<file path="config.mk">
export PLATFORM = sky130hd
export DESIGN_NAME = hevc_parameter_set_hasher_unit
export DESIGN_NICKNAME = d
export VERILOG_FILES = /design/src/hpsh_pkg.sv /design/src/hpsh_front.sv /design/src/hpsh_fifo.sv /design/src/hpsh_back.sv /design/src/hevc_parameter_set_hasher_unit.sv
export VERILOG_INCLUDE_DIRS = /design/src /design/src/src
export SDC_FILE = /design/constraint.sdc
export NUM_CORES = 2
export LEC_CHECK = 0
export BUFFER_PORTS_ARGS = -buffer_cell sky130_fd_sc_hd__clkbuf_2
export CAP_MARGIN = 20
export CORE_AREA = 2 2 303 305
export DETAILED_ROUTE_END_ITERATION = 16
export DIE_AREA = 0 0 305 307
export PLACE_DENSITY = 0.66
export REMOVE_ABC_BUFFERS = 1
export SYNTH_ARGS = -nofsm -noshare
export SYNTH_HDL_FRONTEND = slang
export SYNTH_HIERARCHICAL = 1
export SYNTH_SLANG_ARGS = --single-unit
</file>
<file path="constraint.sdc">
create_clock -name clk_i -period 7.2 [get_ports clk_i]
set_input_delay 0.72 -clock clk_i [delete_from_list [all_inputs] [get_ports clk_i]]
set_output_delay 0.72 -clock clk_i [all_outputs]
set_load 0.05 [all_outputs]
</file>
<file path="src/hevc_parameter_set_hasher_unit_macros.svh">
// Assertion helpers for the hasher back end.
`ifndef HEVC_PARAMETER_SET_HASHER_UNIT_MACROS_SVH
`define HEVC_PARAMETER_SET_HASHER_UNIT_MACROS_SVH

`ifndef NO_ASSERTIONS
`define HPSH_ASSERT_IMP(label, clk, rst_n, ante, cons) \
  label: assert property (@(posedge clk) disable iff (!rst_n) (ante) |-> (cons)) \
    else $error("%m: assertion failed");
`define HPSH_ASSERT_NXT(label, clk, rst_n, ante, cons) \
  label: assert property (@(posedge clk) disable iff (!rst_n) (ante) |=> (cons)) \
    else $error("%m: assertion failed");
`else
`define HPSH_ASSERT_IMP(label, clk, rst_n, ante, cons)
`define HPSH_ASSERT_NXT(label, clk, rst_n, ante, cons)
`endif

`endif

</file>
<file path="src/hpsh_pkg.sv">
package hpsh_pkg;

  localparam int unsigned POS_W   = 29;
  localparam int unsigned COUNT_W = 26;
  localparam int unsigned LEN_W   = 32;
  localparam int unsigned HASH_W  = 64;

  localparam int unsigned MAX_MESSAGE_BYTES = 268435456;
  localparam int unsigned FALLBACK_BYTES    = 1024;

  localparam logic [HASH_W-1:0] FNV_BASIS = 64'hCBF29CE484222325;

  localparam logic [5:0] NAL_TYPE_VPS = 6'd32;
  localparam logic [5:0] NAL_TYPE_PPS = 6'd34;

  // One classified byte handed from the parser to the hashing side.
  typedef struct packed {
    logic [7:0] data;
    logic       prefix_en;
    logic       set_en;
    logic       set_inc;
    logic       last;
  } qent_t;

  // FNV-1a 64 step; the prime is 2^40 + 0x1B3, so the product is a sum of shifts.
  function automatic logic [HASH_W-1:0] fnv_step(input logic [HASH_W-1:0] h,
                                                 input logic [7:0] b);
    logic [HASH_W-1:0] x;
    x = h ^ {56'd0, b};
    return (x << 40) + (x << 8) + (x << 7) + (x << 5) + (x << 4) + (x << 1) + x;
  endfunction

endpackage

</file>
<file path="src/hpsh_front.sv">
module hpsh_front (
  input  logic                  clk_i,
  input  logic                  rst_ni,
  input  logic                  in_valid_i,
  output logic                  in_ready_o,
  input  logic [7:0]            data_byte_i,
  input  logic [28:0]           total_length_i,
  input  logic                  last_byte_i,
  input  logic                  q_full_i,
  output logic                  q_push_o,
  output hpsh_pkg::qent_t       q_entry_o
);

  typedef enum logic [1:0] {
    PH_LEN,
    PH_UNIT,
    PH_STOP
  } phase_e;

  phase_e                       phase_q, phase_d;
  logic [hpsh_pkg::POS_W-1:0]   pos_q, pos_d;
  logic [hpsh_pkg::LEN_W-1:0]   acc_q, acc_d;
  logic [1:0]                   lcnt_q, lcnt_d;
  logic [hpsh_pkg::LEN_W-1:0]   left_q, left_d;
  logic                         hashed_q, hashed_d;

  logic [28:0]                  total_c;
  logic [29:0]                  remain;
  logic [hpsh_pkg::LEN_W-1:0]   acc_shift;
  logic [hpsh_pkg::LEN_W-1:0]   left_dec;
  logic [5:0]                   unit_type;
  logic                         is_set;
  logic                         prefix_en;
  logic                         set_en;
  logic                         set_inc;

  assign in_ready_o = !q_full_i;
  assign q_push_o   = in_valid_i && !q_full_i;

  assign total_c = (total_length_i > 29'(hpsh_pkg::MAX_MESSAGE_BYTES)) ?
                   29'(hpsh_pkg::MAX_MESSAGE_BYTES) : total_length_i;
  assign prefix_en = (pos_q < total_c) && (pos_q < 29'(hpsh_pkg::FALLBACK_BYTES));
  assign remain    = {1'b0, total_c} - ({1'b0, pos_q} + 30'd1);
  assign acc_shift = {acc_q[23:0], data_byte_i};
  assign left_dec  = left_q - 32'd1;
  assign unit_type = data_byte_i[6:1];
  assign is_set    = (left_q == acc_q) && (acc_q >= 32'd2) &&
                     (unit_type >= hpsh_pkg::NAL_TYPE_VPS) &&
                     (unit_type <= hpsh_pkg::NAL_TYPE_PPS);

  always_comb begin
    phase_d  = phase_q;
    acc_d    = acc_q;
    lcnt_d   = lcnt_q;
    left_d   = left_q;
    hashed_d = hashed_q;
    set_en   = 1'b0;
    set_inc  = 1'b0;
    pos_d    = (pos_q == '1) ? pos_q : pos_q + 29'd1;
    unique case (phase_q)
      PH_LEN: begin
        if ((lcnt_q == 2'd0) && (({1'b0, pos_q} + 30'd4) > {1'b0, total_c})) begin
          phase_d = PH_STOP;
        end else begin
          acc_d  = acc_shift;
          lcnt_d = lcnt_q + 2'd1;
          if (lcnt_q == 2'd3) begin
            if ((acc_shift == '0) || (acc_shift > {2'b00, remain})) begin
              phase_d = PH_STOP;
            end else begin
              left_d   = acc_shift;
              hashed_d = 1'b0;
              phase_d  = PH_UNIT;
            end
          end
        end
      end
      PH_UNIT: begin
        set_inc = is_set;
        set_en  = is_set || hashed_q;
        if (left_dec == '0) begin
          left_d   = left_dec;
          phase_d  = PH_LEN;
          hashed_d = 1'b0;
          acc_d    = '0;
          lcnt_d   = 2'd0;
        end else begin
          left_d   = left_dec;
          hashed_d = is_set || hashed_q;
        end
      end
      default: begin
      end
    endcase
  end

  assign q_entry_o.data      = data_byte_i;
  assign q_entry_o.prefix_en = prefix_en;
  assign q_entry_o.set_en    = set_en;
  assign q_entry_o.set_inc   = set_inc;
  assign q_entry_o.last      = last_byte_i;

  always_ff @(posedge clk_i or negedge rst_ni) begin
    if (!rst_ni) begin
      phase_q  <= PH_LEN;
      pos_q    <= '0;
      acc_q    <= '0;
      lcnt_q   <= 2'd0;
      left_q   <= '0;
      hashed_q <= 1'b0;
    end else if (q_push_o) begin
      if (last_byte_i) begin
        phase_q  <= PH_LEN;
        pos_q    <= '0;
        acc_q    <= '0;
        lcnt_q   <= 2'd0;
        left_q   <= '0;
        hashed_q <= 1'b0;
      end else begin
        phase_q  <= phase_d;
        pos_q    <= pos_d;
        acc_q    <= acc_d;
        lcnt_q   <= lcnt_d;
        left_q   <= left_d;
        hashed_q <= hashed_d;
      end
    end
  end

endmodule

</file>
<file path="src/hpsh_fifo.sv">
module hpsh_fifo (
  input  logic            clk_i,
  input  logic            rst_ni,
  input  logic            push_i,
  input  hpsh_pkg::qent_t wr_entry_i,
  output logic            full_o,
  input  logic            pop_i,
  output logic            valid_o,
  output hpsh_pkg::qent_t rd_entry_o
);

  localparam int unsigned Depth = 4;
  localparam int unsigned PtrW  = $clog2(Depth);

  hpsh_pkg::qent_t mem_q [Depth];
  logic [PtrW-1:0] wr_ptr_q, rd_ptr_q;
  logic [PtrW:0]   count_q;

  assign full_o     = (count_q == (PtrW+1)'(Depth));
  assign valid_o    = (count_q != '0);
  assign rd_entry_o = mem_q[rd_ptr_q];

  always_ff @(posedge clk_i) begin
    if (push_i) begin
      mem_q[wr_ptr_q] <= wr_entry_i;
    end
  end

  always_ff @(posedge clk_i or negedge rst_ni) begin
    if (!rst_ni) begin
      wr_ptr_q <= '0;
      rd_ptr_q <= '0;
      count_q  <= '0;
    end else begin
      if (push_i) begin
        wr_ptr_q <= wr_ptr_q + 1'b1;
      end
      if (pop_i) begin
        rd_ptr_q <= rd_ptr_q + 1'b1;
      end
      if (push_i && !pop_i) begin
        count_q <= count_q + 1'b1;
      end else if (!push_i && pop_i) begin
        count_q <= count_q - 1'b1;
      end
    end
  end

endmodule

</file>
<file path="src/hpsh_back.sv">
`include "hevc_parameter_set_hasher_unit_macros.svh"

module hpsh_back (
  input  logic                          clk_i,
  input  logic                          rst_ni,
  input  logic                          q_valid_i,
  input  hpsh_pkg::qent_t               q_entry_i,
  output logic                          pop_o,
  output logic                          m_tvalid_o,
  input  logic                          m_tready_i,
  output logic [hpsh_pkg::HASH_W-1:0]   m_key_o,
  output logic [hpsh_pkg::COUNT_W-1:0]  m_set_count_o,
  output logic                          m_used_fallback_o
);

  logic [hpsh_pkg::HASH_W-1:0]  prefix_hash_q, prefix_hash_d;
  logic [hpsh_pkg::HASH_W-1:0]  set_hash_q, set_hash_d;
  logic [hpsh_pkg::COUNT_W-1:0] cnt_q, cnt_d;
  logic                         out_valid_q;
  logic [hpsh_pkg::HASH_W-1:0]  key_q;
  logic [hpsh_pkg::COUNT_W-1:0] set_count_q;
  logic                         fallback_q;
  logic                         out_free;
  logic                         found;

  assign out_free = !out_valid_q || m_tready_i;
  assign pop_o    = q_valid_i && (!q_entry_i.last || out_free);

  assign prefix_hash_d = q_entry_i.prefix_en ?
                         hpsh_pkg::fnv_step(prefix_hash_q, q_entry_i.data) : prefix_hash_q;
  assign set_hash_d    = q_entry_i.set_en ?
                         hpsh_pkg::fnv_step(set_hash_q, q_entry_i.data) : set_hash_q;
  assign cnt_d         = (q_entry_i.set_inc && (cnt_q != '1)) ? cnt_q + 26'd1 : cnt_q;
  assign found         = (cnt_d != '0);

  always_ff @(posedge clk_i or negedge rst_ni) begin
    if (!rst_ni) begin
      prefix_hash_q <= hpsh_pkg::FNV_BASIS;
      set_hash_q    <= hpsh_pkg::FNV_BASIS;
      cnt_q         <= '0;
    end else if (pop_o) begin
      if (q_entry_i.last) begin
        prefix_hash_q <= hpsh_pkg::FNV_BASIS;
        set_hash_q    <= hpsh_pkg::FNV_BASIS;
        cnt_q         <= '0;
      end else begin
        prefix_hash_q <= prefix_hash_d;
        set_hash_q    <= set_hash_d;
        cnt_q         <= cnt_d;
      end
    end
  end

  always_ff @(posedge clk_i or negedge rst_ni) begin
    if (!rst_ni) begin
      out_valid_q <= 1'b0;
    end else if (pop_o && q_entry_i.last) begin
      out_valid_q <= 1'b1;
    end else if (m_tready_i) begin
      out_valid_q <= 1'b0;
    end
  end

  always_ff @(posedge clk_i) begin
    if (pop_o && q_entry_i.last) begin
      key_q       <= (found ? set_hash_d : prefix_hash_d) ^ {38'd0, cnt_d};
      set_count_q <= cnt_d;
      fallback_q  <= !found;
    end
  end

  assign m_tvalid_o        = out_valid_q;
  assign m_key_o           = key_q;
  assign m_set_count_o     = set_count_q;
  assign m_used_fallback_o = fallback_q;

  `HPSH_ASSERT_IMP(a_fallback_flag, clk_i, rst_ni, m_tvalid_o, m_used_fallback_o == (m_set_count_o == '0))
  `HPSH_ASSERT_NXT(a_clear_after_last, clk_i, rst_ni, pop_o && q_entry_i.last, (cnt_q == '0) && (prefix_hash_q == hpsh_pkg::FNV_BASIS))
  `HPSH_ASSERT_IMP(a_last_needs_room, clk_i, rst_ni, pop_o && q_entry_i.last, !m_tvalid_o || m_tready_i)

endmodule

</file>
<file path="src/hevc_parameter_set_hasher_unit.sv">
// Takes one byte per cycle unless the queue is full; a byte that is not the last yields no result.
// The last byte of a message is written into the queue; once it is popped with the output free,
// the result word is registered and turns valid.
// Throughput is one byte per cycle without stalls, set by the combinational FNV-1a step in the back end.
// A four-word queue separates the parser from the hashing side so each stalls on its own.
// Reset (rst_ni low, asynchronous) empties the queue and returns parse state, hashes and count to start.
module hevc_parameter_set_hasher_unit (
  input  logic         clk_i,
  input  logic         rst_ni,
  input  logic         s_axis_tvalid,
  output logic         s_axis_tready,
  input  logic [39:0]  s_axis_tdata,  // data_byte [7:0], total_length [36:8], zero fill
  input  logic         s_axis_tlast,  // last_byte
  output logic         m_axis_tvalid,
  input  logic         m_axis_tready,
  output logic [95:0]  m_axis_tdata,  // key [63:0], set_count [89:64], zero fill
  output logic         m_axis_tuser   // used_fallback
);

  logic            q_push;
  logic            q_full;
  logic            q_valid;
  logic            q_pop;
  hpsh_pkg::qent_t wr_entry;
  hpsh_pkg::qent_t rd_entry;
  logic [63:0]     key;
  logic [25:0]     set_count;

  hpsh_front u_front (
    .clk_i          (clk_i),
    .rst_ni         (rst_ni),
    .in_valid_i     (s_axis_tvalid),
    .in_ready_o     (s_axis_tready),
    .data_byte_i    (s_axis_tdata[7:0]),
    .total_length_i (s_axis_tdata[36:8]),
    .last_byte_i    (s_axis_tlast),
    .q_full_i       (q_full),
    .q_push_o       (q_push),
    .q_entry_o      (wr_entry)
  );

  hpsh_fifo u_fifo (
    .clk_i      (clk_i),
    .rst_ni     (rst_ni),
    .push_i     (q_push),
    .wr_entry_i (wr_entry),
    .full_o     (q_full),
    .pop_i      (q_pop),
    .valid_o    (q_valid),
    .rd_entry_o (rd_entry)
  );

  hpsh_back u_back (
    .clk_i             (clk_i),
    .rst_ni            (rst_ni),
    .q_valid_i         (q_valid),
    .q_entry_i         (rd_entry),
    .pop_o             (q_pop),
    .m_tvalid_o        (m_axis_tvalid),
    .m_tready_i        (m_axis_tready),
    .m_key_o           (key),
    .m_set_count_o     (set_count),
    .m_used_fallback_o (m_axis_tuser)
  );

  assign m_axis_tdata = {6'd0, set_count, key};

endmodule
</file>
==> Word level (Yosys, flattened, before mapping) <==
Memory sizes are Yosys's and may differ from the RTL's.
Cells that the tools add are included.
{ "classes": {"addsub": 23, "n_eq_ne": 12, "reduce_logical": 34, "mux": 42, "bitwise": 3, "n_lt_le_gt_ge": 8} }
{ "op_table": {"columns": ["op", "count"], "rows": [
  ["$add A64 B64 Y64", 12],
  ["$mux W64", 5],
  ["$mux W32", 7],
  ["$pmux W32 S2", 2],
  ["$xor A64 B8 Y64", 2],
  ["$mux W29", 3],
  ["$logic_not A32 Y1", 2],
  ["$xor A64 B26 Y64", 1],
  ["$mux W26", 2],
  ["$eq A32 B32 Y1", 1],
  ["$ge A32 B2 Y1 const B", 1],
  ["$gt A32 B30 Y1", 1],
  ["$sub A32 B1 Y32 const B", 1],
  ["$add A29 B1 Y30 const B", 1],
  ["$add A29 B3 Y30 const B", 1],
  ["$gt A30 B29 Y1", 1],
  ["$sub A29 B30 Y30", 1],
  ["$add A29 B1 Y29 const B", 1],
  ["$eq A29 B29 Y1 const B", 1],
  ["$gt A29 B29 Y1 const B", 1],
  ["$lt A29 B11 Y1 const B", 1],
  ["$lt A29 B29 Y1", 1],
  ["$add A26 B1 Y26 const B", 1],
  ["$ne A26 B26 Y1 const B", 1],
  ["other kinds (27)", 71]
]} }
{ "totals": {"reg_bits": 351, "mem_count": 1, "output_inout_bits": 99, "ram_bits": 48, "word_cells": 139, "input_bits": 45} }
{ "mem_list": {"columns": ["memory", "words", "width", "rd", "rd_ports_with_merged_regs", "write_ports", "line", "source"], "rows": [
  ["u_fifo.mem_q", 4, 12, 1, 0, 1, "hpsh_fifo.sv:15", "hpsh_pkg::qent_t mem_q [Depth];"]
]} }

==> Depth between registers and ports, before layout <==
An unclocked memory read counts as a cell.
{ "depth": {"ltp_word": 11, "ltp_mapped": 28, "depth_no_buf": 25} }

==> Modules after synthesis <==
Netlist, hierarchy kept.
{ "by_module_without_submodules": {"columns": ["mod", "area_each_um2", "instances", "seq_area_each_um2", "cells_each"], "rows": [
  ["hpsh_back", 32723.9, 1, 6681.4, 3411],
  ["hpsh_front", 10045.9, 1, 2452.4, 1217],
  ["hpsh_fifo", 2154.6, 1, 1616.6, 97],
  ["hevc_parameter_set_hasher_unit", 48.8, 1, 0.0, 7]
]} }

==> Worst setup path before layout <==
OpenSTA, ideal clock, no wires.
{ "synth_timing": {"path_kind": "input-to-reg", "from": "input s_axis_tdata[29]", "to": "register u_front.hashed_q", "required_ns": 7.080, "n_path_buf": 2, "setup_ns": 0.120, "path_slack_ns": 0.319, "stages": 27, "t_arrival_ns": 6.761, "path_cell_list": "nor4_1 nand4_1 o21ai_1 clkbuf_1 nand2_1 inv_1 ha_1 clkbuf_1 a211oi_1 o21bai_1 a21o_1 a221o_1 a2111o_1 a41oi_2 a21oi_1 o31ai_2 o21ai_0 ha_1 nand4_1 or4_4 or4_1 nor2b_1 o22ai_2 o41ai_1 nand2_1 and3_1 a41o_1"} }
{ "synth_between": {"elab_chain_len": 7, "word_cells_on_any_way": 10, "classes_between": "add/sub (1); order compare (3); eq/ne (2); mux (1); reduce/logical (3)"} }
{ "synth_lines": {"columns": ["item", "line", "source"], "rows": [
  ["start, declared", "hevc_parameter_set_hasher_unit.sv:12", "input logic [39:0] s_axis_tdata,"],
  ["$gt A29 B29 Y1", "hpsh_front.sv:40", "assign total_c = (total_length_i > 29'(hpsh_pkg::MAX_MESSAGE_BYTES)) ?"],
  ["$mux W29 (*)", "hpsh_front.sv:40", null],
  ["$sub A29 B30 Y30", "hpsh_front.sv:43", "assign remain = {1'b0, total_c} - ({1'b0, pos_q} + 30'd1);"],
  ["$gt A32 B30 Y1", "hpsh_front.sv:68", "if ((acc_shift == '0) || (acc_shift > {2'b00, remain})) begin"],
  ["$logic_or A1 B1 Y1", "hpsh_front.sv:68", null],
  ["$ne A3 B3 Y1 (no line)", null, null],
  ["$reduce_and A5 Y1 (no line) (*)", null, null],
  ["end signal, assigned", "hpsh_front.sv:125", "hashed_q <= hashed_d;"],
  ["end, declared", "hpsh_front.sv:25", "logic hashed_q, hashed_d;"]
]} }
Mark *: on every way between the ends. The rest lies on a longest branch, timed or not.
A chain may end at the register's enable or synchronous reset.

==> impl_metrics.toml <==
[status]
status = "completed"

[global_route]
antenna_found_initial = 2
grt_util_all_layers_pct = 29.5
grt-ovfl-total = 0
grt_max_degree = 145
grt_pass1_vias = 36400
grt_pass1_wl_um = 213000

[place]
portBuffers = 134
dpl_cell_area_mm2 = 0.0475
hpwl_um = 108000
place_inst = 6011
gp_congestion = 0.967

[critical_path]
arrival_ns = 7.33
end_kind = "register"
worstPathRequired_ns = 7.53
crit_type = "register to register"
cp_max_fo = 4
startpoint_type = "register"

[finish]
final_area_mm2 = 0.0493
stdcell_count = 6104
fin_nets = 5742
utilization_pct = 54.3
drive_above_1_share_pct = 11.0
area_growth_pct = 9.58

[sta]
slew_headroom_pct = 19.9
period_needed_ns = 7.00
max_freq_mhz = 143
fin_crit_sh_pct = 97.2
finalHoldViolations = 0
setup_viol = 0
worst_pin_slew_ns = 1.20
final-max-slew-violation-count = 0
clock_skew_ns = 0.0271
finalSetupTns_ns = 0

[clocking]
cts_resized = 10
cts_root_buffer = "clkbuf_16"
clockBufferDepth = 3
postCtsSetupBuffers = 0
numCtsBuffers = 49
clk_pin_slew_worst_paths_ns = 0.06
clock_latency_ns = 0.64
hold_buffers = 0
cts_sinks = 399
cts_tree = "done"
h-tree-depth = 2

[drt]
drt_pass1_iterations = 8
drtAntennaViolNets = 0
via_count = 35700
drtIter0Drc = 2958
drt-wirelength-per-cell_um = 22.4
remaining_drc_errors = 0
via_per_inst = 5.85
drt_wl_total_um = 137000

[floorplanning]
die-area_mm2 = 0.0936
initial_core_util_pct = 49.6
die_x_um = 305
die_y_um = 307
rows = 111
io_pins = 144
core_mm2 = 0.0907

[hold_path]
hp-class = "input port to async pin"

[logic_synthesis]
seq_area_frac_synth_pct = 23.9
synthCells = 4732
syn-cell-area_mm2 = 0.0450
ys_types = 104
async_flop_share_pct = 65.2
synth_flop_cell = "dfrtp_1"
synth_compound_area_share_pct = 15.1
synth_xor_area_share_pct = 6.54
ys.warnings.count = 6
synthMuxAreaShare_pct = 3.44
ys_seq_elements = 399
synth_area_per_cell_um2 = 9.50
synth-simple-area-share_pct = 10.6
synth-edff-count = 139
yosys.area_share.adder_pct = 31.1
synth_top_family_by_area = "adder cells"

[run]
max_cap_viol_count = 0
cells in the mapped netlist, types with 19 or more instances:
cell,n,area (um2)
nand4_1,65,407
nor3_1,68,340
a22oi_1,35,263
nor4_1,50,313
edfxtp_1,139,4170
clkbuf_1,139,522
inv_1,849,3190
a31oi_1,24,150
dfstp_2,56,1470
and3_1,32,200
a22o_1,47,412
ha_1,339,4240
xnor2_1,199,1740
xor2_1,137,1200
mux2i_1,118,1180
or3_1,19,119
buf_4,23,173
nand2b_1,24,150
o21a_1,23,173
o31ai_1,27,203
a211oi_1,32,240
dfrtp_1,204,5100
a21oi_1,280,1400
nor2_1,178,668
nand2_1,286,1070
and2_1,29,181
nand3_1,79,395
nor2b_1,28,175
o21ai_0,186,931
o21bai_1,21,158
o211ai_1,21,158
fa_1,482,9650
a21o_1,104,781
o22ai_1,68,425
worst paths after layout:
path | startpoint | endpoint | slack (ns) | cells after the start
max | u_fifo/rd_ptr_q[0] | u_back/m_key_o[62] | 0.20 | 26
min | rst_ni | u_back/prefix_hash_q[15] | 0.04 | 1
max reg2reg | u_fifo/rd_ptr_q[0] | u_back/m_key_o[62] | 0.20 | 26
min reg2reg | u_fifo/count_q[2] | u_fifo/count_q[2] | 0.49 | 1
max in group asynchronous | rst_ni | u_back/m_tvalid_o | 5.76 | 2
min in group clk_i | m_axis_tready | u_back/m_tvalid_o | 0.39 | 3
worst max-delay path, cell delays in order, from the launching register on:
cell and delay (ns):
dfrtp_2 0.41, buf_4 0.15, mux4_1 0.70, xor2_4 0.34
clkinv_1 0.17, xnor2_1 0.15, ha_1 0.18, a21o_1 0.17
fa_1 0.51, inv_1 0.06, fa_1 0.53, inv_1 0.04
ha_1 0.30, ha_1 0.30, nand4_1 0.17, a2111oi_2 0.41
o41ai_1 0.18, buf_4 0.17, a311oi_1 0.25, buf_4 0.20
o211ai_1 0.16, a21oi_2 0.24, o21a_2 0.25, nor3_1 0.09
a2111oi_2 0.34, buf_4 0.19, a31oi_1 0.05
layer usage:
layer	share of wire (%)	GRT usage (%)
met1	41	38.0
met2	48	49.1
met3	6.7	4.71
met4	5.1	13.2
met5	0.0095	0
layout make-up:
| cell class | count | area [um2] |
|---|---|---|
| Antenna cell | 1 | 2.50 |
| Clock buffer | 56 | 1300 |
| Clock inverter | 36 | 308 |
| Fill cell | 8180 | 41400 |
| Inverter | 851 | 3200 |
| Multi-Input combinational cell | 3283 | 30300 |
| Sequential cell | 399 | 10800 |
| Tap cell | 1186 | 1480 |
| Timing Repair Buffer | 292 | 1920 |
kinds of logic after synthesis:
logic type | count (synthesis)
and+or+nand+nor | 948
muxes | 137
DFF | 399
xor gates and xnor gates | 336
AOI/OAI and AO/OA | 1026
adders and majority gates | 830
buffers and inverters | 1055
other | 1
stage by stage:
stage               worst slack (ns)  hold slack [ns]
floorplan                     -0.335            0.424
finish                         0.205           0.0422
CTS                          0.00655           0.0353
global route                 -0.0484           0.0608
detailed placement            -0.331            0.481
global placement              -0.427            0.469
registers in the layout, indices dropped and copies added, names as in the netlist, 3 cells and up:
name and count:
u_front/pos_q 29, u_fifo/count_q 3, u_back/prefix_hash_q 64, u_front/acc_q 32, u_back/cnt_q 26, u_front/left_q 32
u_back/m_set_count_o 26, u_back/set_hash_q 64, u_back/m_key_o 64, u_fifo/mem_q 48
cell usage in the layout (no fill, tap or decap), types with 23 or more instances in the layout:
master,netlist,final
edfxtp_1,139,139
xnor2_1,199,199
dfrtp_1,204,203
a31oi_1,24,24
inv_1,849,847
mux2i_1,118,116
and2_1,29,29
a22oi_1,35,35
nor2_1,178,175
nand2_1,286,284
a21o_1,104,104
fa_1,482,482
and3_1,32,32
dfstp_2,56,56
nor2b_1,28,28
o22ai_1,68,68
o31ai_1,27,27
clkbuf_2,0,133
nor4_1,50,47
a211oi_1,32,29
o21ai_0,186,179
a22o_1,47,47
nand2b_1,24,23
buf_4,23,154
a21oi_1,280,276
xor2_1,137,128
ha_1,339,338
nand3_1,79,79
clkbuf_16,0,50
nor3_1,68,67
nand4_1,65,65
Power is left out: the tool's default activity adds up to more than one toggle a clock period on the data nets, which glitch-free logic cannot reach.
